### src/hdl/bsf_pkg.sv
// shared types and constants of the binaural stereo fir block
`timescale 1ns / 1ps

package bsf_pkg;

    // sample and coefficient, tap index, gain, step and length widths
    localparam int SMP_W    = 16;
    localparam int TAP_IN_W = 5;
    localparam int GAIN_W   = 25;
    localparam int STEP_W   = 21;
    localparam int LEN_W    = 16;

    // gain ramp start (0.9 in Q24, rounded down) and ceiling
    localparam logic [GAIN_W-1:0] GAIN_START = 25'd15099494;
    localparam logic [GAIN_W-1:0] GAIN_MAX   = 25'd33554431;

    // register reset values
    localparam logic             XF_EN_RST   = 1'b1;
    localparam logic [LEN_W-1:0] XF_LEN_RST  = 16'd960;
    localparam logic [STEP_W-1:0] STEP_RST   = 21'd1748;

    // item kinds carried in tuser
    typedef enum logic [1:0] {
        FN_AUDIO = 2'd0,
        FN_TAP   = 2'd1,
        FN_POS   = 2'd2,
        FN_NONE  = 2'd3
    } t_func;

    // register word index
    typedef enum logic [1:0] {
        REG_XF_EN   = 2'd0,
        REG_XF_LEN  = 2'd1,
        REG_STEP    = 2'd2
    } t_reg;

    // sequencer states
    typedef enum logic [4:0] {
        ST_CLEAR = 5'b00001,
        ST_IDLE  = 5'b00010,
        ST_MAC   = 5'b00100,
        ST_DRAIN = 5'b01000,
        ST_FIN   = 5'b10000
    } t_state;

    // accumulator control
    typedef struct packed {
        logic clr;
        logic en;
    } t_mac_ctl;

    // handoff to the output scaling pipeline
    typedef struct packed {
        logic              vld;
        logic              scale;
        logic [GAIN_W-1:0] gain;
    } t_fin;

endpackage

### src/hdl/bsf_out.sv
// gain scaling, truncation toward zero and int16 saturation for one side
`timescale 1ns / 1ps

module bsf_out
    import bsf_pkg::*;
#(
    parameter int ACC_W = 37
) (
    input  logic                    i_clk,
    input  logic                    i_rst_n,
    input  t_fin                    i_fin,
    input  logic signed [ACC_W-1:0] i_acc,
    output logic                    o_vld,
    output logic [SMP_W-1:0]        o_smp
);

    localparam int PROD_W = 32 + GAIN_W;
    localparam int VAL_W  = ACC_W - 15;

    logic [ACC_W-1:0]  w_mag;
    logic [31:0]       w_mag_clip;
    logic [VAL_W-1:0]  w_val;

    logic              r_v1;
    logic              r_neg1;
    logic              r_scale1;
    logic [GAIN_W-1:0] r_gain1;
    logic [ACC_W-1:0]  r_mag1;

    logic              r_v2;
    logic              r_neg2;
    logic              r_scale2;
    logic [PROD_W-1:0] r_prod2;
    logic [VAL_W-1:0]  r_sh2;

    logic              r_vld;
    logic [SMP_W-1:0]  r_smp;

    // magnitude of the sum
    assign w_mag = i_acc[ACC_W-1] ? ACC_W'(-i_acc) : ACC_W'(i_acc);

    // stage 1: sign and magnitude
    always_ff @(posedge i_clk) begin
        r_neg1   <= i_acc[ACC_W-1];
        r_scale1 <= i_fin.scale;
        r_gain1  <= i_fin.gain;
        r_mag1   <= w_mag;
    end

    // a scaled gain is at least 0.9, so anything past 32 bits saturates anyway
    assign w_mag_clip = (|r_mag1[ACC_W-1:32]) ? 32'hFFFF_FFFF : r_mag1[31:0];

    // stage 2: gain product or plain Q15 shift
    always_ff @(posedge i_clk) begin
        r_neg2   <= r_neg1;
        r_scale2 <= r_scale1;
        r_prod2  <= PROD_W'(w_mag_clip) * PROD_W'(r_gain1);
        r_sh2    <= r_mag1[ACC_W-1:15];
    end

    assign w_val = r_scale2 ? VAL_W'(r_prod2[PROD_W-1:39]) : r_sh2;

    // stage 3: saturate and restore sign
    always_ff @(posedge i_clk) begin
        if (r_neg2) begin
            r_smp <= (w_val >= VAL_W'(32768)) ? 16'h8000 : 16'(-w_val[SMP_W-1:0]);
        end else begin
            r_smp <= (w_val >= VAL_W'(32767)) ? 16'h7FFF : w_val[SMP_W-1:0];
        end
    end

    // valid chain
    always_ff @(posedge i_clk) begin
        if (!i_rst_n) begin
            r_v1  <= 1'b0;
            r_v2  <= 1'b0;
            r_vld <= 1'b0;
        end else begin
            r_v1  <= i_fin.vld;
            r_v2  <= r_v1;
            r_vld <= r_v2;
        end
    end

    assign o_vld = r_vld;
    assign o_smp = r_smp;

endmodule

### config.mk
export PLATFORM = sky130hd
export DESIGN_NAME = bsf_out
export DESIGN_NICKNAME = d
export VERILOG_FILES = /design/src/hdl/bsf_pkg.sv /design/src/hdl/bsf_out.sv
export SDC_FILE = /design/constraint.sdc
export NUM_CORES = 2
export LEC_CHECK = 0
export ABC_AREA = 1
export BUFFER_PORTS_ARGS = -buffer_cell sky130_fd_sc_hd__clkbuf_2
export CAP_MARGIN = 20
export CORE_MARGIN = 3
export CORE_UTILIZATION = 35
export CTS_CLUSTER_DIAMETER = 100
export DETAILED_ROUTE_END_ITERATION = 10
export PLACE_DENSITY_LB_ADDON = 0.2
export SYNTH_ARGS = -nofsm -noshare
export SYNTH_HDL_FRONTEND = slang
export SYNTH_SLANG_ARGS = --single-unit
### constraint.sdc
create_clock -name i_clk -period 12.3 [get_ports i_clk]
set_clock_uncertainty 0.15 [all_clocks]
set_input_delay 3.075 -clock i_clk [delete_from_list [all_inputs] [get_ports i_clk]]
set_output_delay 3.075 -clock i_clk [all_outputs]
set_load 0.005 [all_outputs]
# Yosys cells after proc, flatten, opt, wreduce, memory -nomap -nowiden
# Index checks and enable logic that the tools add are counted.
dict set report totals {
  output_inout_bits 17
  mem_bits_rw 0
  rom_bits 0
  ff_bits 164
  latchBits 0
  mem_count 0
}
dict set report classes {
  div_mod_pow 0
  n_bitwise 0
  add_sub_neg 2
  magnitude_cmp 2
  reduce_logical 1
  mux 6
  multipliers 1
  n_eq_ne 0
  n_shift 0
}
# cell count
set ops {}
lappend ops {{$mul 32x25->57} 1}
lappend ops {{$mux 16} 3}
lappend ops {{$neg 37->37} 1}
lappend ops {{$mux 36} 1}
lappend ops {{$mux 32} 1}
lappend ops {{$ge 22x15->1 const B} 1}
lappend ops {{$ge 22x16->1 const B} 1}
lappend ops {{$mux 22} 1}
lappend ops {{$neg 16->16} 1}
lappend ops {{$reduce_or 5->1} 1}

# Depth between registers and ports, before layout
dict set report logic_depth {
  ltp_word 4
  mapped_depth 33
  depth_no_buf 31
}

# Worst setup path after synthesis
# No wires, ideal clock.
dict set report synth_path {
  kind {register to register}
  start {register r_mag1[33]}
  end {register r_prod2[54]}
  period_less_slack_ns 6.700
  setup_ns 0.112
  required_time_ns 12.038
  path_stages_with_launch 27
  arrival_ns 6.438
  setup_slack_ns 5.600
  path_cell_list {dfxtp_1 > nor2_1 > nand3_1 > clkbuf_1 > nor2_1 > clkbuf_1 > nor2_1 > fa_1 > inv_1 > fa_1 > fa_1 > fa_1 > inv_1 > fa_1 > fa_1 > inv_1 > fa_1 > inv_1 > ha_1 > nand2_1 > nor2_1 > nand2_1 > nor4_1 > nand3_1 > a21o_1 > nand3_1 > nand2_1}
}
dict set report synth_between {
  elab_chain_len 3
}
# element line_no
set synth_lines {}
lappend synth_lines {{start, declared} bsf_out.sv:28} ;# logic [ACC_W-1:0] r_mag1;
lappend synth_lines {{start signal, assigned} bsf_out.sv:47} ;# r_mag1 <= w_mag;
lappend synth_lines {{$reduce_or 5->1} bsf_out.sv:51} ;# assign w_mag_clip = (|r_mag1[ACC_W-1:32]) ? 32'hFFFF_FFFF : r_mag1[31:0];
lappend synth_lines {{$mux 32} bsf_out.sv:51}
lappend synth_lines {{$mul 32x25->57} bsf_out.sv:57} ;# r_prod2 <= PROD_W'(w_mag_clip) * PROD_W'(r_gain1);
lappend synth_lines {{end signal, assigned} bsf_out.sv:57}
lappend synth_lines {{end, declared} bsf_out.sv:33} ;# logic [PROD_W-1:0] r_prod2;
# Every way passes these cells.
# A chain may end at the register's enable or synchronous reset.

# Final worst setup path
dict set report layout_path {
  start {register r_mag1[33]}
  end {register r_prod2[50]}
}
# The elaborated chain is that of the path after synthesis.

==> metrics.yaml <==
ios: 83
layout.nets: 4618
min_period_ns: 8.30
dieWidth_um: 297
finalCritPeriodShare_pct: 67.5
synthDistinctLibCells: 50
drt-total-wl_mm: 99.7
setup_viol: 0
yosysTopAreaCellShare_pct: 46.5
hold_viol: 0
hold_depth: 0
antenna_found_initial: 0
track_usage_pct: 23.6
synth_area_mm2: 0.0296
status: "finished clean"
die_h_um: 297
viasPerCell: 4.86
synth_nets: 4598
cts_max_path_buffers: 2
cp_slowest_cell: "nor2_1"
synth_top_cell_by_area: "fa_1"
synth_edf_count: 0
drc: 0
grt_pass1_vias: 24700
start_util_pct: 35.6
cts_inserted_buffers: 17
max_slew_margin_pct: 24.8
post_cts_buffers: 0
cp_common_cell: "fa_1"
dr.pass1.iters: 6
netlist_instances: 3654
wire_per_inst_um: 20.7
clkLatencyLatePin_ns: 0.46
report.final.slew_viol_count: 0
die_area_mm2: 0.0880
crit_path_start_kind: "register"
fmax_mhz: 120
root_buffer: "clkbuf_16"
hold_class: "reg2reg"
cts_tree: "built"
ys_seq_area_share_pct: 8.47
rsz0062_at_grt: "false"
area_delta_synth_final_pct: 7.85
crit_fanout: 30
cts_max_level: 4
portBuffers: 82
core_mm2: 0.0829
ys_top_cells_by_area: "fa_1, inv_1, dfxtp_1"
hpwl_mm: 83.4
avgSynthCellArea_um2: 8.09
cpPeakStageDelay_ns: 0.63
finalSetupTns_ns: 0
ys_ff_latch: 125
arrival_ns: 8.51
routabilityCongestion: 0.972
required_ns: 12.51
ys.flop_type: "dfxtp_1"
clock_sinks: 125
hold_buffers: 0
grt_overflow: 0
route.vias.total: 23400
tightestPinTransition_ns: 1.12
r2r_cells: 29
grt_pass1_wl_mm: 153
synth-async-reset-ratio_pct: 0
cp-end-kind: "register"
critPathKind: "reg2reg"
grt_max_degree: 32
diodes: 0
ys.warnings.count: 0
rows: 105
clk_pin_slew_ns: 0.06
cts_resized: 0
drive_above_1_share_pct: 5.48
maxCapViolCount: 0
ant_nets: 0
drt-initial-drc-count: 1680
==> layout by cell type, fill, tap and decap left out, types with 13 or more instances in the layout <==
cell	netlist	final
xor2_1	34	34
clkbuf_2	0	82
nor2_1	572	572
xnor2_1	17	17
clkbuf_16	0	17
buf_4	0	56
fa_1	686	686
nand4_1	21	21
nor3_1	26	26
inv_1	922	922
o21ai_0	50	50
dfxtp_1	125	125
a31oi_1	15	15
ha_1	192	192
nand3_1	32	32
o21ai_1	13	13
a21oi_1	61	61
nand2_1	633	633
==> metal layers <==
layer	track usage, %	vias to the layer above	wire length [um]
li1	-	10500	-
met1	32.6	11900	44200
met2	38.1	773	45700
met3	4.11	136	6700
met4	7.11	0	3120
met5	0	-	0
==> cell type report <==
class	count	area (um2)
fill	8783	51000
multi-input combinational	2450	23000
inverter	942	3540
sequential	125	2500
tap	1123	1410
timing repair buffer	138	831
clock buffer	17	425
clock inverter	14	184
==> stage by stage <==
stage	hold WS (ns)	instance area [um2]	util [%]	std cells	worst slack, ns
final	0.184	31900	38.4	4809	4.00
after detailed placement	0.163	31300	37.7	4778	4.09
after global placement	0.163	31300	37.7	4778	4.24
after global routing	0.187	31900	38.4	4809	3.48
after CTS	0.186	31900	38.4	4809	4.06
after floorplan	0.160	29600	-	3654	5.60
==> sequential cells by signal, summed over array words and instances, names as in the netlist <==
signal / count
r_v2: 1
r_neg1: 1
r_sh2: 22
r_scale1: 1
o_vld: 1
r_prod2: 18
o_smp: 16
r_v1: 1
r_scale2: 1
r_neg2: 1
r_mag1: 37
r_gain1: 25
==> critical path: cells and delay by family (launching register included) <==
kind,cells,cell delay [ns]
AND/OR/NAND/NOR,13,2.36
flip-flops,1,0.31
XOR/XNOR,1,0.17
AO/OA/AOI/OAI,1,0.18
buffers and inverters,6,1.09
adder cells (fa/ha/maj),8,3.93
==> Yosys cell counts, types with 5 or more instances <==
cell type / count
nor2_2: 6
a31oi_1: 15
clkinv_1: 12
nand3_1: 32
clkbuf_1: 134
fa_1: 686
xnor2_1: 17
a21boi_0: 5
inv_1: 922
o21ai_0: 50
nand4_1: 21
or2_2: 9
xor2_1: 34
nor4_1: 12
nor2_1: 572
nand2_1: 633
o221ai_1: 6
dfxtp_1: 125
nor3_1: 26
inv_2: 6
a21o_1: 12
o21ai_1: 13
ha_1: 192
o21bai_1: 9
o211ai_1: 6
a21oi_1: 61
==> path summary, 6_finish.rpt <==
path	startpoint	to	slack, ns
setup / recovery	r_mag1[33]	r_prod2[50]	4.00
hold / removal	r_scale1	r_scale2	0.18
setup reg to reg	r_mag1[33]	r_prod2[50]	4.00
hold reg to reg	r_scale1	r_scale2	0.18
==> cells by family after synthesis <==
family | share of synthesized area (%)
AOI/OAI and AO/OA | 3.82
xor gates and xnor gates | 1.51
adders and majority gates | 54.6
buffers and inverters | 13.8
DFF | 8.47
muxes | 0.135
and+or+nand+nor | 17.7
Power is left out: the tool's default activity adds up to more than one toggle a clock period on the data nets, which glitch-free logic cannot reach.
