## src/hdl/bsf_pkg.sv

```systemverilog
// shared types and constants of the binaural stereo fir block
`timescale 1ns / 1ps

package bsf_pkg;

    // sample and coefficient, tap index, gain, step and length widths
    localparam int SMP_W    = 16;
    localparam int TAP_IN_W = 5;
    localparam int GAIN_W   = 25;
    localparam int STEP_W   = 21;
    localparam int LEN_W    = 16;

    // gain ramp start (0.9 in Q24, rounded down) and ceiling
    localparam logic [GAIN_W-1:0] GAIN_START = 25'd15099494;
    localparam logic [GAIN_W-1:0] GAIN_MAX   = 25'd33554431;

    // register reset values
    localparam logic             XF_EN_RST   = 1'b1;
    localparam logic [LEN_W-1:0] XF_LEN_RST  = 16'd960;
    localparam logic [STEP_W-1:0] STEP_RST   = 21'd1748;

    // item kinds carried in tuser
    typedef enum logic [1:0] {
        FN_AUDIO = 2'd0,
        FN_TAP   = 2'd1,
        FN_POS   = 2'd2,
        FN_NONE  = 2'd3
    } t_func;

    // register word index
    typedef enum logic [1:0] {
        REG_XF_EN   = 2'd0,
        REG_XF_LEN  = 2'd1,
        REG_STEP    = 2'd2
    } t_reg;

    // sequencer states
    typedef enum logic [4:0] {
        ST_CLEAR = 5'b00001,
        ST_IDLE  = 5'b00010,
        ST_MAC   = 5'b00100,
        ST_DRAIN = 5'b01000,
        ST_FIN   = 5'b10000
    } t_state;

    // accumulator control
    typedef struct packed {
        logic clr;
        logic en;
    } t_mac_ctl;

    // handoff to the output scaling pipeline
    typedef struct packed {
        logic              vld;
        logic              scale;
        logic [GAIN_W-1:0] gain;
    } t_fin;

endpackage

```

## src/hdl/bsf_mac.sv

```systemverilog
// dual multiply-accumulate over the delay line and both coefficient sets
`timescale 1ns / 1ps

module bsf_mac
    import bsf_pkg::*;
#(
    parameter int ACC_W = 37
) (
    input  logic                    i_clk,
    input  t_mac_ctl                i_ctl,
    input  logic signed [SMP_W-1:0] i_smp,
    input  logic signed [SMP_W-1:0] i_coef_l,
    input  logic signed [SMP_W-1:0] i_coef_r,
    output logic signed [ACC_W-1:0] o_acc_l,
    output logic signed [ACC_W-1:0] o_acc_r
);

    logic signed [2*SMP_W-1:0] w_prod_l;
    logic signed [2*SMP_W-1:0] w_prod_r;
    logic signed [ACC_W-1:0]   r_acc_l;
    logic signed [ACC_W-1:0]   r_acc_r;

    // one tap product per side
    assign w_prod_l = i_smp * i_coef_l;
    assign w_prod_r = i_smp * i_coef_r;

    // accumulate, cleared at the start of each sample
    always_ff @(posedge i_clk) begin
        if (i_ctl.clr) begin
            r_acc_l <= '0;
            r_acc_r <= '0;
        end else if (i_ctl.en) begin
            r_acc_l <= r_acc_l + ACC_W'(w_prod_l);
            r_acc_r <= r_acc_r + ACC_W'(w_prod_r);
        end
    end

    assign o_acc_l = r_acc_l;
    assign o_acc_r = r_acc_r;

endmodule

```

## config.mk

```make
export PLATFORM = sky130hd
export DESIGN_NAME = bsf_mac
export DESIGN_NICKNAME = d
export VERILOG_FILES = /design/src/hdl/bsf_pkg.sv /design/src/hdl/bsf_mac.sv
export SDC_FILE = /design/constraint.sdc
export NUM_CORES = 2
export LEC_CHECK = 0
export BUFFER_PORTS_ARGS = -buffer_cell sky130_fd_sc_hd__buf_2
export CAP_MARGIN = 20
export CELL_PAD_IN_SITES_DETAIL_PLACEMENT = 2
export CELL_PAD_IN_SITES_GLOBAL_PLACEMENT = 2
export CORE_MARGIN = 5
export CORE_UTILIZATION = 40
export DETAILED_ROUTE_END_ITERATION = 12
export PLACE_DENSITY_LB_ADDON = 0.1
export REMOVE_ABC_BUFFERS = 1
export SKIP_CTS_REPAIR_TIMING = 1
export SLEW_MARGIN = 40
export SYNTH_ARGS = -nofsm -noshare
export SYNTH_HDL_FRONTEND = slang
export SYNTH_SLANG_ARGS = --single-unit
```

## constraint.sdc

```tcl
create_clock -name i_clk -period 11.5 [get_ports i_clk]
set_input_delay 0.575 -clock i_clk [delete_from_list [all_inputs] [get_ports i_clk]]
set_output_delay 0.575 -clock i_clk [all_outputs]
set_load 0.03 [all_outputs]
```

**Word level (Yosys, flattened, before mapping)**

Cells that the tools add are included.
W data, S select, Z words.

- Bits in registers: 74
- Output and inout bits: 74
- Word-level logic and storage cells: 6

- Add/subtract/negate cells: 2
- $mul: 2

Operators with widths:

| operator | count |
|---|---|
| $add A37 B32 Y37 | 2 |
| $mul A16 B16 Y32 | 2 |

**Longest topological paths before layout**

- Depth in word-level cells: 2
- Gate-level depth with buffers: 24
- Mapped depth without buffers: 22

**Worst setup path before layout**

No wires, ideal clock.

- Path type: input -> register
- Start: input i_smp[15]
- End: register r_acc_r[34] (netlist: o_acc_r[34])
- Arrival time: 6.573 ns
- Required time: 11.378 ns
- Path slack: 4.805 ns
- Stages on the path: 23
- Path buffers: 2
- Path through: clkbuf_1 clkbuf_1 nand2_1 inv_1 fa_1 inv_1 fa_1 inv_1 fa_1 fa_1 fa_1 inv_1 fa_1 inv_1 ha_1 nand2_1 nor3_2 nand4_1 a21oi_2 o41ai_4 o21ai_2 mux2_1 a311o_1

- Longest elaborated chain between the ends: 2

RTL lines:

| element | line | text |
|---|---|---|
| start, declared | bsf_mac.sv:11 | `input logic signed [SMP_W-1:0] i_smp,` |
| $mul A16 B16 Y32 | bsf_mac.sv:25 | `assign w_prod_r = i_smp * i_coef_r;` |
| $add A37 B32 Y37 | bsf_mac.sv:34 | `r_acc_r <= r_acc_r + ACC_W'(w_prod_r);` |
| end signal, assigned | bsf_mac.sv:34 |  |
| end, declared | bsf_mac.sv:21 | `logic signed [ACC_W-1:0] r_acc_r;` |

No other way between the ends.
A chain may end at the register's enable or synchronous reset.

**Final worst setup path**

- Start: input i_smp[15]
- End: register r_acc_l[35] (netlist: o_acc_l[35])

- Longest elaborated chain between the ends: 2

RTL lines:

| element | line | text |
|---|---|---|
| $mul A16 B16 Y32 | bsf_mac.sv:24 | `assign w_prod_l = i_smp * i_coef_l;` |
| $add A37 B32 Y37 | bsf_mac.sv:33 | `r_acc_l <= r_acc_l + ACC_W'(w_prod_l);` |
| end signal, assigned | bsf_mac.sv:33 |  |
| end, declared | bsf_mac.sv:20 | `logic signed [ACC_W-1:0] r_acc_l;` |

No other way between the ends.

==> summary by stage <==
Global route
The global route total overflow is 0. The initial antenna violation count was 0. The first global-routing pass estimated approximately 130 mm of wire. The maximum number of pins on one net before global-route repair is 42.

The via count of the first global-routing pass is 23970. Global routing consumed, over all layers together, 23.06% of the routing resources.

Synth
The most common cell in the synthesized netlist is sky130_fd_sc_hd__inv_1. Yosys attributes the largest share of cell area to sky130_fd_sc_hd__fa_1, sky130_fd_sc_hd__inv_1, sky130_fd_sc_hd__ha_1. The number of different library cells used by synthesis comes to 86. Of the synthesized area, sequential elements account for under 10%. Counting every instance in the synthesized netlist gives 2885. After synthesis the cells add up to roughly 26000 µm². The share of Yosys cell area claimed by the top area cell type is approximately half. During synthesis, Yosys emitted a total of 0 warnings. The share of synthesized registers carrying an async set or reset is 0%. The count of flip-flops with a built-in enable after synthesis is 0.

A synthesized cell averages between 9 and 10 µm². The synthesized design spends more area on one cell type than any other, namely sky130_fd_sc_hd__fa_1. In the synthesized netlist the dominant register cell turns out to be sky130_fd_sc_hd__dfxtp_1. Ranked by instance count, the synthesized netlist is headed by sky130_fd_sc_hd__inv_1, sky130_fd_sc_hd__fa_1, sky130_fd_sc_hd__nand2_1. In this run, synthesis produced a sequential element count of 74.

Worst setup path
STA classifies the critical path startpoint as a primary input. The largest single stage delay on the critical path is 0.88 ns. The largest fanout on the critical path is 32.

STA classifies the critical path endpoint as a register. For the worst setup path, the data required time is ~12 ns. The most numerous cell type found on the critical path is sky130_fd_sc_hd__fa_1. The signal on the critical path passes through buf_2, nand2_1, inv_1, fa_2, fa_1, fa_1, fa_1, fa_1, inv_1, fa_1, inv_1, ha_1, nand3_1, nor2_2, nand3_1, o32ai_1, o21ai_0, a311oi_1, o21ai_0, o311ai_0. The critical path arrival is 7.57 ns. By startpoint and endpoint, the worst setup path is classified as primary input to register. Setup slack on the worst reg-to-reg path comes out at 5.82 ns. The category of cells accounting for the largest share of critical-path delay is adder cells. The count of buffering cells on the critical path with inverters included is 4. The slowest cell on the critical path is sky130_fd_sc_hd__fa_1.

Finish
The summed area of non-filler cells in the final layout is 28020 µm². The growth of design area from synthesis to finish is 6.189%. The post-route netlist has 6.271% of its cells at a drive strength greater than 1.

The post-layout net count is 3818. Excluding fillers, the count of instances in the completed layout stands at 3783. At the end of the flow the core is filled with cells to 42.69%. The number of filler instances in the final layout is 7185.

CTS
The tree built by TritonCTS fans out to between 70 and 80 sinks. The number of buffers between clock root and the deepest sink is 2. The total clock buffers created by CTS is 9. The source-to-sink clock delay at the later pin of the worst-skew pair is about 0.40 ns. The clock tree synthesis step divided the H-tree into 3 levels. The clock input transition at the sequential cells of the worst setup and hold paths is 0.08 ns. The clock root buffer is sky130_fd_sc_hd__clkbuf_16. TritonCTS built the clock tree.

Drt
Before antenna repair, the detailed router went through 5 iterations. The final wirelength is 78.29 mm. The average vias per placed instance is around 5.1. In the routed design, unresolved DRC markers number 0. The number of DRC markers in iteration 0 is 683. The wire length per cell is 20.70 µm. The routed layout has 19440 vias. The detail route stage leaves a number of antenna-violating nets equal to 0.

Floorplan
The full die area is between 70000 and 80000 µm². The vertical extent of the die is approximately 270 µm. The initial standard-cell utilization of the core is 40.20%. The number of rows in the core area is 94. The total area inside the core boundary comes to 65630 µm². The horizontal die dimension is 266.8 µm. The number of top-level pins is 125.

STA
The sum of negative setup slack is 0 ns. For the pin with the worst max-slew slack, the measured transition is 0.8307 ns. Setup violations remaining at the end of the flow were counted as 0.

The worst slew margin relative to its limit is 44.62%. The worst path needs 7.273 ns of the cycle, external delays included. Setup repair after global routing left no endpoint under its margin. The final critical path takes up 63.25% of the cycle. The final number of hold-violating endpoints is 0. The total count of max-transition violations in the final report is 0. Across the routed clock network, the largest skew measured is 0.01804 ns. The maximum clock frequency is ~140 MHz.

Place
The final RePlAce weighted congestion is 0.8327. The number of placed instances, taps included, is 3766. In this run the cell area measured after placement is 27680 µm².

Buffers placed on the I/O ports in this run total about 120. The placed wire-length estimate is 65.29 mm.

Run
Across the run, the number of max-cap violations was 0.

Hold path
The path class of the tightest hold or removal check is register to register.

Outcome
The flow ran to the end, and the final reports show no timing, DRC or antenna violations.
==> tightest hold or removal path, cell delays in order (launching register included) <==
cell	delay [ns]
sky130_fd_sc_hd__dfxtp_1	0.32
sky130_fd_sc_hd__nand2_1	0.06
sky130_fd_sc_hd__o21ai_0	0.07
==> layer usage <==
metal	part of all wire [%]	global-route usage (%)
met3	1.7	1.696
met2	56	44.43
met4	1.4	4.277
met1	41	28.47
met5	0	0
==> path summary, 6_finish.rpt <==
check | from | end | depth (start not counted)
setup / recovery | i_smp[15] | o_acc_l[35] | 20
hold reg to reg | o_acc_r[15] | o_acc_r[15] | 2
setup reg to reg | o_acc_r[15] | o_acc_r[34] | 18
hold / removal | o_acc_r[15] | o_acc_r[15] | 2
==> placed cells by master (no fill, tap or decap), types with 23 or more instances in the layout <==
cell type / count
sky130_fd_sc_hd__xnor2_1: 35
sky130_fd_sc_hd__inv_1: 732
sky130_fd_sc_hd__and2_1: 219
sky130_fd_sc_hd__o21ai_0: 47
sky130_fd_sc_hd__ha_1: 218
sky130_fd_sc_hd__buf_2: 122
sky130_fd_sc_hd__nor3_1: 29
sky130_fd_sc_hd__nor2_1: 102
sky130_fd_sc_hd__fa_1: 634
sky130_fd_sc_hd__a21oi_1: 75
sky130_fd_sc_hd__nand2_1: 328
sky130_fd_sc_hd__mux2i_1: 23
sky130_fd_sc_hd__nand3_1: 27
sky130_fd_sc_hd__dfxtp_1: 74
==> area by class of cell <==
class / instances / area [µm²] / area share [%]
multi-input cells: 1962 / 21690 / 77.42
well taps: 864 / 1081 / 3.859
diodes: 1 / 2.502 / 0.008932
flip-flops and latches: 74 / 1481 / 5.288
inverters: 734 / 2755 / 9.834
repair buffers: 132 / 685.7 / 2.447
clock buffers: 9 / 225.2 / 0.8039
clock inverters: 7 / 93.84 / 0.3350
==> registers in the layout, summed over array words and instances, names as in the netlist <==
register  flops
o_acc_l      37
o_acc_r      37
==> logic make-up after synthesis <==
kind of cell    after synthesis  synth area share (%)
fa+ha+maj                   854                 58.60
buf+inv                     849                 12.24
simple gates                771                 14.10
compound gates              261                 6.801
flops                        74                 5.615
xor+xnor                     51                 1.693
mux                          25                0.9580
==> stage by stage <==
stage | worst slack [ns] | hold slack, ns
final | 4.227 | 0.5027
after global placement | 4.073 | 0.4784
after CTS | 4.275 | 0.5033
after global routing | 3.796 | 0.5291
after detailed placement | 3.859 | 0.4833
after floorplan | 5.198 | 0.5943
Power is not shown: default switching activity piles up to over one toggle a cycle in this logic, so the estimate is an artifact.
